$ cat config.mk
export PLATFORM = sky130hd
export DESIGN_NAME = text_to_integer_with_default_unit
export DESIGN_NICKNAME = d
export VERILOG_FILES = /design/src/rtl/ttid_pkg.sv /design/src/rtl/ttid_parse.sv /design/src/rtl/ttid_conv.sv /design/src/rtl/text_to_integer_with_default_unit.sv
export SDC_FILE = /design/constraint.sdc
export NUM_CORES = 1
export LEC_CHECK = 0
export BUFFER_PORTS_ARGS = -buffer_cell sky130_fd_sc_hd__buf_2
export CORE_UTILIZATION = 45
export CTS_CLUSTER_SIZE = 8
export DETAILED_ROUTE_END_ITERATION = 10
export PLACE_DENSITY = 0.69
export SYNTH_ARGS = -nofsm -noshare
export SYNTH_HDL_FRONTEND = slang
export SYNTH_SLANG_ARGS = --single-unit
$ cat constraint.sdc
create_clock -name clk -period 7.29 [get_ports clk]
set_clock_uncertainty 0.2 [all_clocks]
set_input_delay 0 -clock clk [delete_from_list [all_inputs] [get_ports clk]]
set_output_delay 0 -clock clk [all_outputs]
set_load 0.02 [all_outputs]
$ cat src/rtl/ttid_pkg.sv
package ttid_pkg;

  // Longest bool word kept for matching
  localparam int WORD_MAX = 5;
  localparam int WLEN_W   = $clog2(WORD_MAX + 1);
  // Longest bool literal ("false")
  localparam int LIT_MAX  = 5;

  // Bool literal, right aligned, first char in the highest used byte
  typedef logic [8*LIT_MAX-1:0] lit_t;

  // Largest magnitude that can still take one more digit without 64-bit overflow
  localparam logic [63:0] MAG_LIMIT = 64'd1844674407370955161;

  // Target type codes
  localparam logic [3:0] TT_INT64  = 4'd0;
  localparam logic [3:0] TT_INT32  = 4'd1;
  localparam logic [3:0] TT_INT16  = 4'd2;
  localparam logic [3:0] TT_INT8   = 4'd3;
  localparam logic [3:0] TT_UINT64 = 4'd4;
  localparam logic [3:0] TT_UINT32 = 4'd5;
  localparam logic [3:0] TT_UINT16 = 4'd6;
  localparam logic [3:0] TT_UINT8  = 4'd7;
  localparam logic [3:0] TT_BOOL   = 4'd8;

  // Configuration register indexes
  localparam int CFG_IDX_W = 2;
  typedef enum logic [CFG_IDX_W-1:0] {
    CFG_TARGET_TYPE,
    CFG_DEFAULT_VALUE,
    CFG_DEFAULT_IS_NULL,
    CFG_DEFAULT_NULL_REASON
  } cfg_idx_t;

  // Integer parse phases
  typedef enum logic [2:0] {
    PH_LEAD,
    PH_SIGN,
    PH_DIGITS,
    PH_TRAIL,
    PH_BAD
  } phase_t;

  // How a text value ended
  typedef enum logic [1:0] {
    END_TEXT,
    END_EMPTY,
    END_NULL
  } end_kind_t;

  typedef struct packed {
    logic [7:0] char_in;
    logic       last;
    logic       empty_record;
    logic       null_record;
    logic [6:0] null_reason_in;
  } in_item_t;

  typedef struct packed {
    logic [63:0] value_bits;
    logic        result_null;
    logic [6:0]  null_reason_out;
    logic        used_default;
  } out_item_t;

  typedef struct packed {
    logic [3:0]  target_type;
    logic [63:0] default_value;
    logic        default_is_null;
    logic [6:0]  default_null_reason;
  } cfg_t;

  // Running parse state of one text value
  typedef struct packed {
    phase_t                      phase;
    logic                        at_start;
    logic                        negative;
    logic [63:0]                 magnitude;
    logic                        overflowed;
    logic                        dash_seen;
    logic [WORD_MAX-1:0][7:0]    word_chars;
    logic [WLEN_W-1:0]           word_length;
    logic                        word_closed;
    logic                        ended;
    logic                        word_bad;
  } parse_t;

  // Final state of a value handed to the converter
  typedef struct packed {
    end_kind_t  kind;
    logic [6:0] reason;
    parse_t     ps;
  } snap_t;

  function automatic logic is_ws(input logic [7:0] c);
    return (c == 8'd32) || (c inside {[8'd9:8'd13]});
  endfunction

  // Compare the collected word with a literal of n characters, first char in the high byte
  function automatic logic word_eq(input logic [WORD_MAX-1:0][7:0] chars,
                                   input logic [WLEN_W-1:0] len,
                                   input logic bad,
                                   input lit_t lit,
                                   input int n);
    logic eq;
    eq = !bad && (len == WLEN_W'(n));
    for (int i = 0; i < LIT_MAX; i++) begin
      if (i < n) begin
        if (chars[i] != lit[8*(n-1-i) +: 8]) begin
          eq = 1'b0;
        end
      end
    end
    return eq;
  endfunction

endpackage

$ cat src/rtl/ttid_parse.sv
module ttid_parse import ttid_pkg::*; (
  input  logic     clk,
  input  logic     rst,
  input  logic     proc,
  input  in_item_t item,
  input  logic     snap_take,
  output logic     snap_v,
  output snap_t    snap
);

  parse_t ps;
  parse_t ps_next;
  logic   ending;
  logic   digit;
  logic   ws;
  logic [7:0] c;
  end_kind_t kind;

  assign c      = item.char_in;
  assign ending = item.last || item.empty_record || item.null_record;
  assign digit  = c inside {[8'h30:8'h39]};
  assign ws     = is_ws(c);

  always_comb begin
    if (item.null_record) begin
      kind = END_NULL;
    end else if (item.empty_record) begin
      kind = END_EMPTY;
    end else begin
      kind = END_TEXT;
    end
  end

  // One byte applied to the parse state
  always_comb begin
    ps_next = ps;
    if (!ps.ended) begin
      if (c == 8'd0) begin
        ps_next.ended = 1'b1;
      end else begin
        ps_next.at_start = 1'b0;
        if (c == 8'h2D) begin
          ps_next.dash_seen = 1'b1;
        end

        // integer grammar
        case (ps.phase)
          PH_LEAD: begin
            if (!ws) begin
              if (c == 8'h2B || c == 8'h2D) begin
                ps_next.negative = (c == 8'h2D);
                ps_next.phase    = PH_SIGN;
              end else begin
                ps_next.phase = digit ? PH_DIGITS : PH_BAD;
              end
            end
          end
          PH_SIGN: begin
            ps_next.phase = digit ? PH_DIGITS : PH_BAD;
          end
          PH_DIGITS: begin
            if (ws) begin
              ps_next.phase = PH_TRAIL;
            end else if (!digit) begin
              ps_next.phase = PH_BAD;
            end
          end
          PH_TRAIL: begin
            if (!ws) begin
              ps_next.phase = PH_BAD;
            end
          end
          default: begin
            ps_next.phase = PH_BAD;
          end
        endcase

        // magnitude accumulate, times ten by shift-add
        if (digit && ps_next.phase == PH_DIGITS && !ps.overflowed) begin
          if (ps.magnitude > MAG_LIMIT || (ps.magnitude == MAG_LIMIT && c[3:0] > 4'd5)) begin
            ps_next.overflowed = 1'b1;
          end else begin
            ps_next.magnitude = {ps.magnitude[60:0], 3'b000} + {ps.magnitude[62:0], 1'b0}
                              + {60'd0, c[3:0]};
          end
        end

        // bool word collection
        if (ws) begin
          if (ps.word_length != '0) begin
            ps_next.word_closed = 1'b1;
          end
        end else if (ps.word_closed || ps.word_length >= WLEN_W'(WORD_MAX)) begin
          ps_next.word_bad = 1'b1;
        end else begin
          for (int i = 0; i < WORD_MAX; i++) begin
            if (ps.word_length == WLEN_W'(i)) begin
              ps_next.word_chars[i] = (c inside {[8'h41:8'h5A]}) ? c + 8'd32 : c;
            end
          end
          ps_next.word_length = ps.word_length + 1'b1;
        end
      end
    end
  end

  // Parse state; cleared at each end of value
  always_ff @(posedge clk) begin
    if (rst) begin
      ps.phase       <= PH_LEAD;
      ps.at_start    <= 1'b1;
      ps.negative    <= 1'b0;
      ps.magnitude   <= '0;
      ps.overflowed  <= 1'b0;
      ps.dash_seen   <= 1'b0;
      ps.word_length <= '0;
      ps.word_closed <= 1'b0;
      ps.ended       <= 1'b0;
      ps.word_bad    <= 1'b0;
    end else if (proc) begin
      if (ending) begin
        ps.phase       <= PH_LEAD;
        ps.at_start    <= 1'b1;
        ps.negative    <= 1'b0;
        ps.magnitude   <= '0;
        ps.overflowed  <= 1'b0;
        ps.dash_seen   <= 1'b0;
        ps.word_length <= '0;
        ps.word_closed <= 1'b0;
        ps.ended       <= 1'b0;
        ps.word_bad    <= 1'b0;
      end else begin
        ps <= ps_next;
      end
    end
  end

  // Snapshot valid
  always_ff @(posedge clk) begin
    if (rst) begin
      snap_v <= 1'b0;
    end else if (proc && ending) begin
      snap_v <= 1'b1;
    end else if (snap_take) begin
      snap_v <= 1'b0;
    end
  end

  // Snapshot payload
  always_ff @(posedge clk) begin
    if (proc && ending) begin
      snap.kind   <= kind;
      snap.reason <= item.null_reason_in;
      snap.ps     <= ps_next;
    end
  end

endmodule

$ cat src/rtl/ttid_conv.sv
module ttid_conv import ttid_pkg::*; (
  input  logic      clk,
  input  logic      rst,
  input  logic      load,
  input  logic      out_free,
  input  snap_t     snap,
  input  cfg_t      cfg,
  output logic      out_v,
  output out_item_t result
);

  logic [3:0]  t;
  logic [63:0] mag;
  logic [63:0] dv;
  logic [63:0] pos_max;
  logic [63:0] neg_max;
  logic [63:0] conv_val;
  logic [63:0] shaped_dv;
  logic        in_range;
  logic        is_false;
  logic        is_true;
  logic        ok;
  out_item_t   res_next;

  assign t   = cfg.target_type;
  assign mag = snap.ps.magnitude;
  assign dv  = cfg.default_value;

  // Range limits per integer type
  always_comb begin
    case (t)
      TT_INT64: begin
        pos_max = 64'h7FFF_FFFF_FFFF_FFFF;
        neg_max = 64'h8000_0000_0000_0000;
      end
      TT_INT32: begin
        pos_max = 64'h0000_0000_7FFF_FFFF;
        neg_max = 64'h0000_0000_8000_0000;
      end
      TT_INT16: begin
        pos_max = 64'h0000_0000_0000_7FFF;
        neg_max = 64'h0000_0000_0000_8000;
      end
      TT_INT8: begin
        pos_max = 64'h0000_0000_0000_007F;
        neg_max = 64'h0000_0000_0000_0080;
      end
      TT_UINT32: begin
        pos_max = 64'h0000_0000_FFFF_FFFF;
        neg_max = '0;
      end
      TT_UINT16: begin
        pos_max = 64'h0000_0000_0000_FFFF;
        neg_max = '0;
      end
      TT_UINT8: begin
        pos_max = 64'h0000_0000_0000_00FF;
        neg_max = '0;
      end
      default: begin
        pos_max = '1;
        neg_max = '0;
      end
    endcase
  end

  assign in_range = snap.ps.negative ? (mag <= neg_max) : (mag <= pos_max);
  assign conv_val = snap.ps.negative ? (64'd0 - mag) : mag;

  // Default cut to the target width and extended
  always_comb begin
    case (t)
      TT_INT64, TT_UINT64: shaped_dv = dv;
      TT_INT32:            shaped_dv = {{32{dv[31]}}, dv[31:0]};
      TT_INT16:            shaped_dv = {{48{dv[15]}}, dv[15:0]};
      TT_INT8:             shaped_dv = {{56{dv[7]}}, dv[7:0]};
      TT_UINT32:           shaped_dv = {32'd0, dv[31:0]};
      TT_UINT16:           shaped_dv = {48'd0, dv[15:0]};
      TT_UINT8:            shaped_dv = {56'd0, dv[7:0]};
      TT_BOOL:             shaped_dv = {63'd0, |dv[7:0]};
      default:             shaped_dv = dv;
    endcase
  end

  // Bool words
  assign is_false =
      word_eq(snap.ps.word_chars, snap.ps.word_length, snap.ps.word_bad, lit_t'("0"), 1)
   || word_eq(snap.ps.word_chars, snap.ps.word_length, snap.ps.word_bad, lit_t'("f"), 1)
   || word_eq(snap.ps.word_chars, snap.ps.word_length, snap.ps.word_bad, lit_t'("n"), 1)
   || word_eq(snap.ps.word_chars, snap.ps.word_length, snap.ps.word_bad, lit_t'("no"), 2)
   || word_eq(snap.ps.word_chars, snap.ps.word_length, snap.ps.word_bad, lit_t'("false"), 5);
  assign is_true =
      word_eq(snap.ps.word_chars, snap.ps.word_length, snap.ps.word_bad, lit_t'("1"), 1)
   || word_eq(snap.ps.word_chars, snap.ps.word_length, snap.ps.word_bad, lit_t'("t"), 1)
   || word_eq(snap.ps.word_chars, snap.ps.word_length, snap.ps.word_bad, lit_t'("y"), 1)
   || word_eq(snap.ps.word_chars, snap.ps.word_length, snap.ps.word_bad, lit_t'("yes"), 3)
   || word_eq(snap.ps.word_chars, snap.ps.word_length, snap.ps.word_bad, lit_t'("true"), 4);

  // Conversion outcome
  always_comb begin
    res_next = '0;
    ok       = 1'b0;
    if (snap.kind == END_NULL) begin
      res_next.result_null     = 1'b1;
      res_next.null_reason_out = snap.reason;
      ok                       = 1'b1;
    end else if (snap.kind == END_TEXT) begin
      if (t == TT_BOOL) begin
        ok                  = is_false || is_true;
        res_next.value_bits = {63'd0, !is_false};
      end else if (t > TT_BOOL || snap.ps.at_start) begin
        ok = 1'b0;
      end else if (snap.ps.phase == PH_SIGN || snap.ps.phase == PH_BAD) begin
        ok = 1'b0;
      end else if (snap.ps.phase == PH_LEAD) begin
        ok = 1'b1;
      end else if (snap.ps.overflowed) begin
        ok = 1'b0;
      end else if (t == TT_UINT64 && snap.ps.dash_seen) begin
        ok = 1'b0;
      end else begin
        ok                  = in_range;
        res_next.value_bits = conv_val;
      end
    end

    if (!ok) begin
      res_next.used_default = 1'b1;
      if (cfg.default_is_null) begin
        res_next.value_bits      = '0;
        res_next.result_null     = 1'b1;
        res_next.null_reason_out = cfg.default_null_reason;
      end else begin
        res_next.value_bits      = shaped_dv;
        res_next.result_null     = 1'b0;
        res_next.null_reason_out = '0;
      end
    end
  end

  // Result register
  always_ff @(posedge clk) begin
    if (rst) begin
      out_v <= 1'b0;
    end else if (load) begin
      out_v <= 1'b1;
    end else if (out_free) begin
      out_v <= 1'b0;
    end
  end

  always_ff @(posedge clk) begin
    if (load) begin
      result <= res_next;
    end
  end

endmodule

$ cat src/rtl/text_to_integer_with_default_unit.sv
// Path: a value's final item passes the input register, then the snapshot register, then
// the result register, which drives result_valid.
// Throughput: one text byte per cycle; a final byte may stall only while both the
// snapshot and the result register are held by an unaccepted result.
// Reset (rst, synchronous): clears all valid flags, parse state and the four
// configuration registers; no clearing pass.
module text_to_integer_with_default_unit import ttid_pkg::*; (
  input  logic                 clk,
  input  logic                 rst,
  input  logic                 cfg_wr_en,
  input  logic [CFG_IDX_W-1:0] cfg_index,
  input  logic [63:0]          cfg_wdata,
  input  logic                 text_valid,
  output logic                 text_stall,
  input  in_item_t             text_item,
  output logic                 result_valid,
  input  logic                 result_stall,
  output out_item_t            result
);

  cfg_t     cfg;
  in_item_t in_item;
  logic     in_v;
  logic     ending;
  logic     proc;
  logic     snap_v;
  logic     snap_take;
  logic     out_free;
  snap_t    snap;

  // Configuration registers
  always_ff @(posedge clk) begin
    if (rst) begin
      cfg <= '0;
    end else if (cfg_wr_en) begin
      case (cfg_idx_t'(cfg_index))
        CFG_TARGET_TYPE:         cfg.target_type         <= cfg_wdata[3:0];
        CFG_DEFAULT_VALUE:       cfg.default_value       <= cfg_wdata;
        CFG_DEFAULT_IS_NULL:     cfg.default_is_null     <= cfg_wdata[0];
        CFG_DEFAULT_NULL_REASON: cfg.default_null_reason <= cfg_wdata[6:0];
        default: ;
      endcase
    end
  end

  // Stage handshakes
  assign out_free   = !result_valid || !result_stall;
  assign snap_take  = snap_v && out_free;
  assign ending     = in_item.last || in_item.empty_record || in_item.null_record;
  assign proc       = in_v && (!ending || !snap_v || snap_take);
  assign text_stall = in_v && !proc;

  // Input register
  always_ff @(posedge clk) begin
    if (rst) begin
      in_v <= 1'b0;
    end else if (text_valid && !text_stall) begin
      in_v <= 1'b1;
    end else if (proc) begin
      in_v <= 1'b0;
    end
  end

  always_ff @(posedge clk) begin
    if (text_valid && !text_stall) begin
      in_item <= text_item;
    end
  end

  ttid_parse u_parse (
    .clk       (clk),
    .rst       (rst),
    .proc      (proc),
    .item      (in_item),
    .snap_take (snap_take),
    .snap_v    (snap_v),
    .snap      (snap)
  );

  ttid_conv u_conv (
    .clk      (clk),
    .rst      (rst),
    .load     (snap_take),
    .out_free (out_free),
    .snap     (snap),
    .cfg      (cfg),
    .out_v    (result_valid),
    .result   (result)
  );

endmodule

Yosys cells after proc, flatten, opt, wreduce, memory -nomap -nowiden --
Index checks and enable logic that the tools add are counted.
Word-level totals: bits in registers 411
Cells by class: $add $sub $neg 5, $lt $le $gt $ge 12, equality and inequality tests 49, mux-type cells 85, bitwise logic cells 2, reductions and logical operators 66
Operator list (number):
- 64-bit case mux with 7 select lines | 2
- 64-bit two-way mux | 10
- 64-bit case mux with 4 select lines | 1
- 64-bit <= comparator | 2
- 117-bit two-way mux | 1
- 115-bit two-way mux | 1
- 8-bit by 7-bit != test with 1-bit output, second input constant | 14
- 43-bit two-way mux | 2
- 73-bit two-way mux | 1
- 72-bit two-way mux | 1
- 71-bit two-way mux | 1
- 65-bit two-way mux | 1
- 64-bit by 4-bit adder with 64-bit output | 1
- 64-bit adder | 1
- 64-bit by 61-bit == test with 1-bit output, second input constant | 1
- 64-bit by 61-bit > comparator with 1-bit output, second input constant | 1
- 1-bit by 64-bit subtractor with 64-bit output, first input constant | 1
- 8-bit two-way mux | 7
- 1-bit two-way mux | 47
- 8-bit by 6-bit == test with 1-bit output, second input constant | 3
- 3-bit two-way mux | 8
- 3-bit by 2-bit == test with 1-bit output, second input constant | 7
- 1-bit logical OR | 20
- 1-bit logical AND | 17
- other kinds (35) | 68

Depth between registers and ports, before layout --
Gate-level depths: netlist of the first run.
depth after elaboration 15, mapped depth 16

Hierarchy --
From an unflattened synthesis of the first run, not the netlist that was laid out.
Unflattened totals: cells, all modules 2296, area, all modules 23203.5 um^2
By module, submodules not included:
- ttid_parse | times used 1, cells each 1283, area each 13875.8 um^2
- ttid_conv | times used 1, cells each 666, area each 5944.5 um^2
- text_to_integer_with_default_unit | times used 1, cells each 347, area each 3383.2 um^2

Least setup slack after synthesis of the first run --
No wires, ideal clock.
path type reg2reg, start reg in_item[8] in the netlist's numbering, end reg, netlist name u_parse.snap[0], setup time 0.611 ns, arrival 6.162 ns, data required time 6.479 ns, slack 0.318 ns, cell stages (with the launch flop) 4, cell sequence edfxtp_1 > nor3_1 > o21ai_0 > nor2_1
Between the ends: cells in the longest elaborated chain, start to end 7
RTL lines:
- from (decl) | RTL line text_to_integer_with_default_unit.sv:22 | in_item_t in_item;
- from (signal assigned) | RTL line text_to_integer_with_default_unit.sv:66 | in_item <= text_item;
- 1-bit logical OR * (2 in series) | RTL line ttid_parse.sv:20, text_to_integer_with_default_unit.sv:49
- 1-bit logical NOT | RTL line text_to_integer_with_default_unit.sv:50 | assign proc = in_v && (!ending || !snap_v || snap_take);
- 1-bit logical OR (2 in series) | RTL line text_to_integer_with_default_unit.sv:50
- 1-bit logical AND | RTL line text_to_integer_with_default_unit.sv:50
- 1-bit logical AND * | RTL line ttid_parse.sv:151 | if (proc && ending) begin
Every way passes the cells marked *; elsewhere a longest branch is shown, timed or not. A chain may end at the register's enable or synchronous reset.

==> results.cfg, run 1 <==
[run_status]
status = complete, no violations

[drt]
routed-via-count = 20400
wl_met1_mm = 29.6
ant_nets = 0
drtPass1Iterations = 7
dr_wl_met2_mm = 34.3
drtIter0Drc = 1897
viasPerCell = 5.98
drt-total-wl_mm = 72.3
drc = 0
top_layer_used = met4
dr_wl_met3_mm = 5.15
wire_per_inst_microns = 21.2

[clock_network]
htree_levels = 2
clk_latency_ps = 610
cts_made_buffers = 57
path_clk_slew_ps = 50
cts.sinks = 411
cts_tree = built
cts-root-buf = clkbuf_16
cts_buffer_depth = 3

[sta]
finalMaxSlewViolations = 0
hold_slack_ps = 38.9
finalWorstSetupSlack_ps = 2190
hold_violations = 0
max_slew.worst_pin.slew_ps = 1230
slew_headroom_pct = 17.9
tns_ps = 0
finalSetupViolCount = 0
final_min_period_over_clock_period_pct = 69.9
fmax_mhz = 196
rsz0062_at_grt = no
period_needed_ps = 5100

[placement]
routabilityCongestion = 0.910
postPlaceCellArea_sq_um = 24300
place.port_buffers = 163
numPlacedInstances = 3060
post-place-ws_ps = 2320
dp_hpwl_mm = 47.4

[worst_setup_path]
cp.required_ps = 7370
cp_max_fo = 18
cp.arrival_ps = 5170
end_kind = flop
cp-start-kind = flop
path_class = flop to flop

[pwr]
ir_worst_vdd_mv = 0.192
p_per_area_nw_per_um2 = 193
p_leak_nw = 10.9
power_mw = 5.49

[die]
start_util_pct = 45.7
row_count = 82
die_area_sq_um = 52000
core_area_sq_um = 50300
ios = 164
die_w_microns = 228
die_h_microns = 228

[logic_synthesis]
post-synth-top-count-cell = nand2_1
synth_area_leaders = edfxtp_1, dfxtp_1, ha_1, nand2_1, a21oi_1
synth_mux_area_share_pct = 3.33
syn_avg_cell_area_sq_um = 9.90
syn-num-nets = 2560
synth_compound_area_share_pct = 18.4
synth_area_sq_um = 23000
synth_top_area_share_pct = 33.3
synth_common_cells = nand2_1, edfxtp_1, a21oi_1
netlist-cell-type-count = 82
ys_async_sr_fraction_pct = 0
synth_top_family_by_area = compound AO/OA/AOI/OAI gates
ys_ff_latch = 411
synth_top_cell_by_area = edfxtp_1
synth_xor_area_share_pct = 4.72
synth_edf_count = 255
ys_seq_area_share_pct = 46.9
synth_top_flop_cell = edfxtp_1
yosysWarnings = 0
synth-adder-area-share_pct = 8.12
netlist_instances = 2323
synthSimpleGateAreaFrac_pct = 15.4

[final_layout]
fin_cells = 3412
multi_input_area_sq_um = 11500
final_layout_size_suffix_gt1_share_pct = 12.6
final_core_util_pct = 56.6
final_nets = 2926
fill_cells = 4058
stdcell_area_sq_um = 28400
areaGrowthSynthToFinish_pct = 23.7
regArea_sq_um = 10800

[global_routing]
globalRouteOverflowTotal = 0
grt_max_degree = 116
track_usage_pct = 27.3
grt_pass1_vias = 20300
grt_pass1_wl_mm = 113
antenna_found_initial = 3

[flow_run]
maxCapViolCount = 0

[min_path]
hold_path_class = input port to flop
-- state kept, by name (all words and copies together) (netlist names) --
register / flops
u_conv.out_v: 1
cfg: 76
u_conv.result: 73
in_item: 18
u_parse.snap_v: 1
u_parse.snap: 124
in_v: 1
u_parse.ps: 117
-- kinds of logic (layout without fill, tap and decap cells) --
kind of cell,count (synthesis),in the layout
AO/OA/AOI/OAI,650,650
XOR/XNOR,124,124
adder cells (fa/ha/maj),148,148
buffers and inverters,181,595
flip-flops,411,411
multiplexers,70,70
other,0,3
AND/OR/NAND/NOR,739,739
-- area by class of cell --
type | count | area share [%]
well taps | 672 | 2.96
multi-input cells | 1731 | 40.5
repair buffers | 419 | 11.8
diodes | 3 | 0.0264
flip-flops and latches | 411 | 37.9
inverters | 69 | 0.911
clock inverters | 2 | 0.136
clock buffers | 105 | 5.72
-- report_power, final --
group	switching, mW	internal [mW]
Clock	1.01	1.48
Combinational	0.228	0.172
Sequential	0.0597	2.54
-- layout by cell type, fill, tap and decap left out, types with 10 or more instances in the layout --
master         synthesis  final
or3_1                 18     17
and3_1                17     17
o41ai_1               10     10
or2_2                 16     16
nor4_1                19     19
buf_2                  5    163
a21oi_1              190    189
clkbuf_1             100     46
xor2_1                79     79
nand4_1               50     50
edfxtp_1             255    255
nand3_1               23     23
ha_1                 146    146
buf_4                  0     13
nand2_1              294    294
o21bai_1              21     21
o31ai_1               20     20
nor3_1                38     38
dfxtp_1              156    156
a31o_2                12     12
a21o_1                31     31
a211oi_1              13     13
inv_1                 68     68
o22ai_1               60     59
nand2b_1              15     15
o211ai_1              11     11
clkbuf_16              0     57
xnor2_1               45     45
a31oi_1               11     11
nor2b_1               13     13
o2bb2ai_1             39     39
mux2_2                52     52
mux2i_1               18     18
dlygate4sd3_1          0    242
o21ai_0              126    126
a22o_1                32     32
and2_1                16     16
nor2_1               168    165
-- timing repair --
item,CTS,global route
endpoints found under the hold margin,110,0
endpoints found under the setup margin,0,0
hold buffers,242,0
buffers inserted,0,0
resized for setup,0,0
-- metal layers --
layer,vias to the layer above,global-route usage (%)
met1,9753,34.6
met4,0,11.7
li1,9383,-
met3,220,4.29
met2,1044,45.9
met5,-,0
-- final timing paths --
path | to | slack (ps) | cells past startpoint | from
min reg2reg | u_parse.snap[123] | 220 | 0 | in_item[6]
max reg2reg | u_conv.result[68] | 2190 | 13 | cfg[73]
max | u_conv.result[68] | 2190 | 13 | cfg[73]
min | cfg[17] | 40 | 4 | cfg_wdata[9]
-- critical path, cell delays in order (launching register included) --
cell and delay [ps]:
dfxtp_1 500, inv_1 180, nor2_1 610, ha_1 390
a211oi_1 210, o211ai_1 120, o2111ai_1 220, a31oi_1 130
o31ai_1 250, a21oi_1 150, o21a_1 260, o211ai_1 980
buf_4 400, o22ai_1 160
Power figures use the tool's default switching activity.
==> run 2, diff against run 1 <==
--- a/config.mk
+++ b/config.mk
@@ -5,11 +5,12 @@
 export SDC_FILE = /design/constraint.sdc
 export NUM_CORES = 1
 export LEC_CHECK = 0
+export ABC_AREA = 1
 export BUFFER_PORTS_ARGS = -buffer_cell sky130_fd_sc_hd__buf_2
 export CORE_UTILIZATION = 45
 export CTS_CLUSTER_SIZE = 8
 export DETAILED_ROUTE_END_ITERATION = 10
-export PLACE_DENSITY = 0.69
+export PLACE_DENSITY = 0.66
 export SYNTH_ARGS = -nofsm -noshare
 export SYNTH_HDL_FRONTEND = slang
 export SYNTH_SLANG_ARGS = --single-unit
==> constraint.sdc (replaced) <==
create_clock -name clk -period 5.31 [get_ports clk]
set_clock_uncertainty 0.2 [all_clocks]
set_input_delay 0 -clock clk [delete_from_list [all_inputs] [get_ports clk]]
set_output_delay 0 -clock clk [all_outputs]
set_load 0.02 [all_outputs]
==> run 2 against run 1 <==
Against the previous run:
- non-clock buffer count down 13
- combinational power up 100%
- register-to-register slack worse by 1300 ps
- sequential power up 38%
- sequential cell count unchanged
- global-route usage up 2.7 points
- core utilization down 1.7 points
- hold slack better by 56 ps
- sequential share of layout area down 3.9 points
- critical path depth down 2
- highest routed layer unchanged
==> results.cfg, run 2 <==
[logic_synthesis]
synth_top_area_share_pct = 29.1
synth_area_leaders = edfxtp_1, nand2_1, dfxtp_1, nor2_1, ha_1
syn_avg_cell_area_sq_um = 7.37
synth_top_flop_cell = edfxtp_1
ys_async_sr_fraction_pct = 0
synth_common_cells = nand2_1, nor2_1, inv_1
ys_seq_area_share_pct = 41.0
synth_top_cell_by_area = edfxtp_1
ys_ff_latch = 411
netlist_instances = 3567
synth_edf_count = 255
syn-num-nets = 3804
synth_area_sq_um = 26300
netlist-cell-type-count = 56
yosysWarnings = 0
post-synth-top-count-cell = nand2_1

[drt]
ant_nets = 0
drc = 0
drtPass1Iterations = 6
wl_met1_mm = 39.1
routed-via-count = 25800
drt-total-wl_mm = 90.0
drtIter0Drc = 2269
dr_wl_met3_mm = 6.72
wire_per_inst_microns = 19.0
dr_wl_met2_mm = 40.6
viasPerCell = 5.46
top_layer_used = met4

[clock_network]
path_clk_slew_ps = 60
cts.sinks = 411
cts_resized = 0
cts_made_buffers = 57
cts_buffer_depth = 3
cts_tree = built
htree_levels = 2
cts-root-buf = clkbuf_16
holdBufCountCts = 221
postCtsSetupBuffers = 0
clk_latency_ps = 610

[sta]
hold_violations = 0
tns_ps = 0
rsz0062_at_grt = no
final_min_period_over_clock_period_pct = 83.4
max_slew.worst_pin.slew_ps = 1060
hold_slack_ps = 94.8
period_needed_ps = 4430
finalSetupViolCount = 0
slew_headroom_pct = 29.1
finalMaxSlewViolations = 0
fmax_mhz = 226
finalWorstSetupSlack_ps = 884

[worst_setup_path]
cp_cell_sequence = fa_1 -> inv_1 -> fa_1 -> o21ai_1 -> a21oi_1 -> o21ai_1 -> nand3_1 -> nand3_1 -> a21oi_1 -> xor2_1 -> a21boi_0
cp.arrival_ps = 4510
rrSetupSlack_ps = 880
reg2reg_depth = 11
cp.required_ps = 5400
path_class = flop to flop
crit_family = compound AO/OA/AOI/OAI gates
path_buf_inv = 1
cpPeakStageDelay_ps = 660
end_kind = flop
cpMaxStageDelayCell = a21boi_0
cp-start-kind = flop
cp_max_fo = 6
worst-path-stages = 11

[global_routing]
globalRouteOverflowTotal = 0
grt_pass1_wl_mm = 140
grt_pass1_vias = 24800
grt_max_degree = 81
antenna_found_initial = 0
track_usage_pct = 29.9

[die]
row_count = 88
ios = 164
die_w_microns = 244
start_util_pct = 45.6
core_area_sq_um = 57700
die_area_sq_um = 59400
die_h_microns = 244

[final_layout]
final_nets = 4152
mostFrequentLayoutCells = nand2_1, nor2_1, inv_1
reg_top3 = u_parse.snap (124), u_parse.ps (117), cfg (76)
final_layout_size_suffix_gt1_share_pct = 7.49
top_register = u_parse.snap
fin_cells = 4728
antenna_cells = 0
largest_register_ff_count = 124
final_common_cell = nand2_1
areaGrowthSynthToFinish_pct = 20.4
fill_cells = 5432

[placement]
post-place-ws_ps = 1040
dp_hpwl_mm = 65.3
numPlacedInstances = 4400
routabilityCongestion = 0.997
place.port_buffers = 163

[pwr]
ir_worst_vdd_mv = 0.237
p_per_area_nw_per_um2 = 247
power_mw = 7.83
p_leak_nw = 14.1

[run_status]
status = complete, no violations

[min_path]
hold_depth = 4
hold_path_class = input port to flop

[flow_run]
maxCapViolCount = 0
[run 2: cell types whose count changed after synthesis, sizes merged, moves of 39 or more]
cell,before,now
nand2,294,845
nor2,168,547
inv,68,378
nand3,23,285
o21ai,128,259
o22ai,60,2
mux2,52,0
o2bb2ai,39,0
[run 2: cell families (layout without fill, tap and decap cells)]
family / after synthesis / count (layout) / synth area share (%)
AOI/OAI and AO/OA: 532 / 532 / 11.1
adders and majority gates: 148 / 148 / 7.10
and+or+nand+nor: 1896 / 1896 / 30.7
buffers and inverters: 498 / 894 / 7.42
DFF: 411 / 411 / 41.0
xor gates and xnor gates: 82 / 82 / 2.73
[run 2: tightest hold or removal path, cell delays in order]
cell,delay [ps]
dlygate4sd3_1,520
buf_2,130
o21ai_0,90
a21oi_1,110
[run 2: per-stage QoR]
step | cell area [sq um] | util, %
2_1_floorplan | 26300 | -
3_3_place_gp | 27800 | 48.2
3_5_place_dp | 27800 | 48.2
4_1_cts | 31700 | 54.9
5_1_grt | 31700 | 54.9
6_report | 31700 | 54.9
[run 2: cell type report]
class | instances | area, sq um | area share (%)
Multi-Input combinational cell | 2658 | 13600 | 42.9
Sequential cell | 411 | 10800 | 34.0
Timing Repair Buffer | 406 | 3220 | 10.2
Clock buffer | 105 | 1650 | 5.20
Inverter | 381 | 1440 | 4.53
Tap cell | 765 | 957 | 3.02
Clock inverter | 2 | 36.3 | 0.115
[run 2: power breakdown]
group | switching, mW | total, mW | internal (mW) | leakage (nW)
logic | 0.509 | 0.807 | 0.298 | 9.67
registers | 0.0845 | 3.59 | 3.50 | 3.64
clock network | 1.37 | 3.44 | 2.07 | 0.799
[run 2: final timing paths]
check | endpoint | start
setup / recovery | u_parse.snap[102] | in_item[13]
hold / removal | cfg[14] | cfg_wdata[6]
setup reg to reg | u_parse.snap[102] | in_item[13]
hold reg to reg | u_parse.snap[117] | in_item[0]
[run 2: routing by layer]
metal / track usage, % / up-vias
li1: - / 12600
met1: 40.2 / 11900
met2: 48.0 / 1092
met3: 4.65 / 202
met4: 12.1 / 0
met5: 0 / -
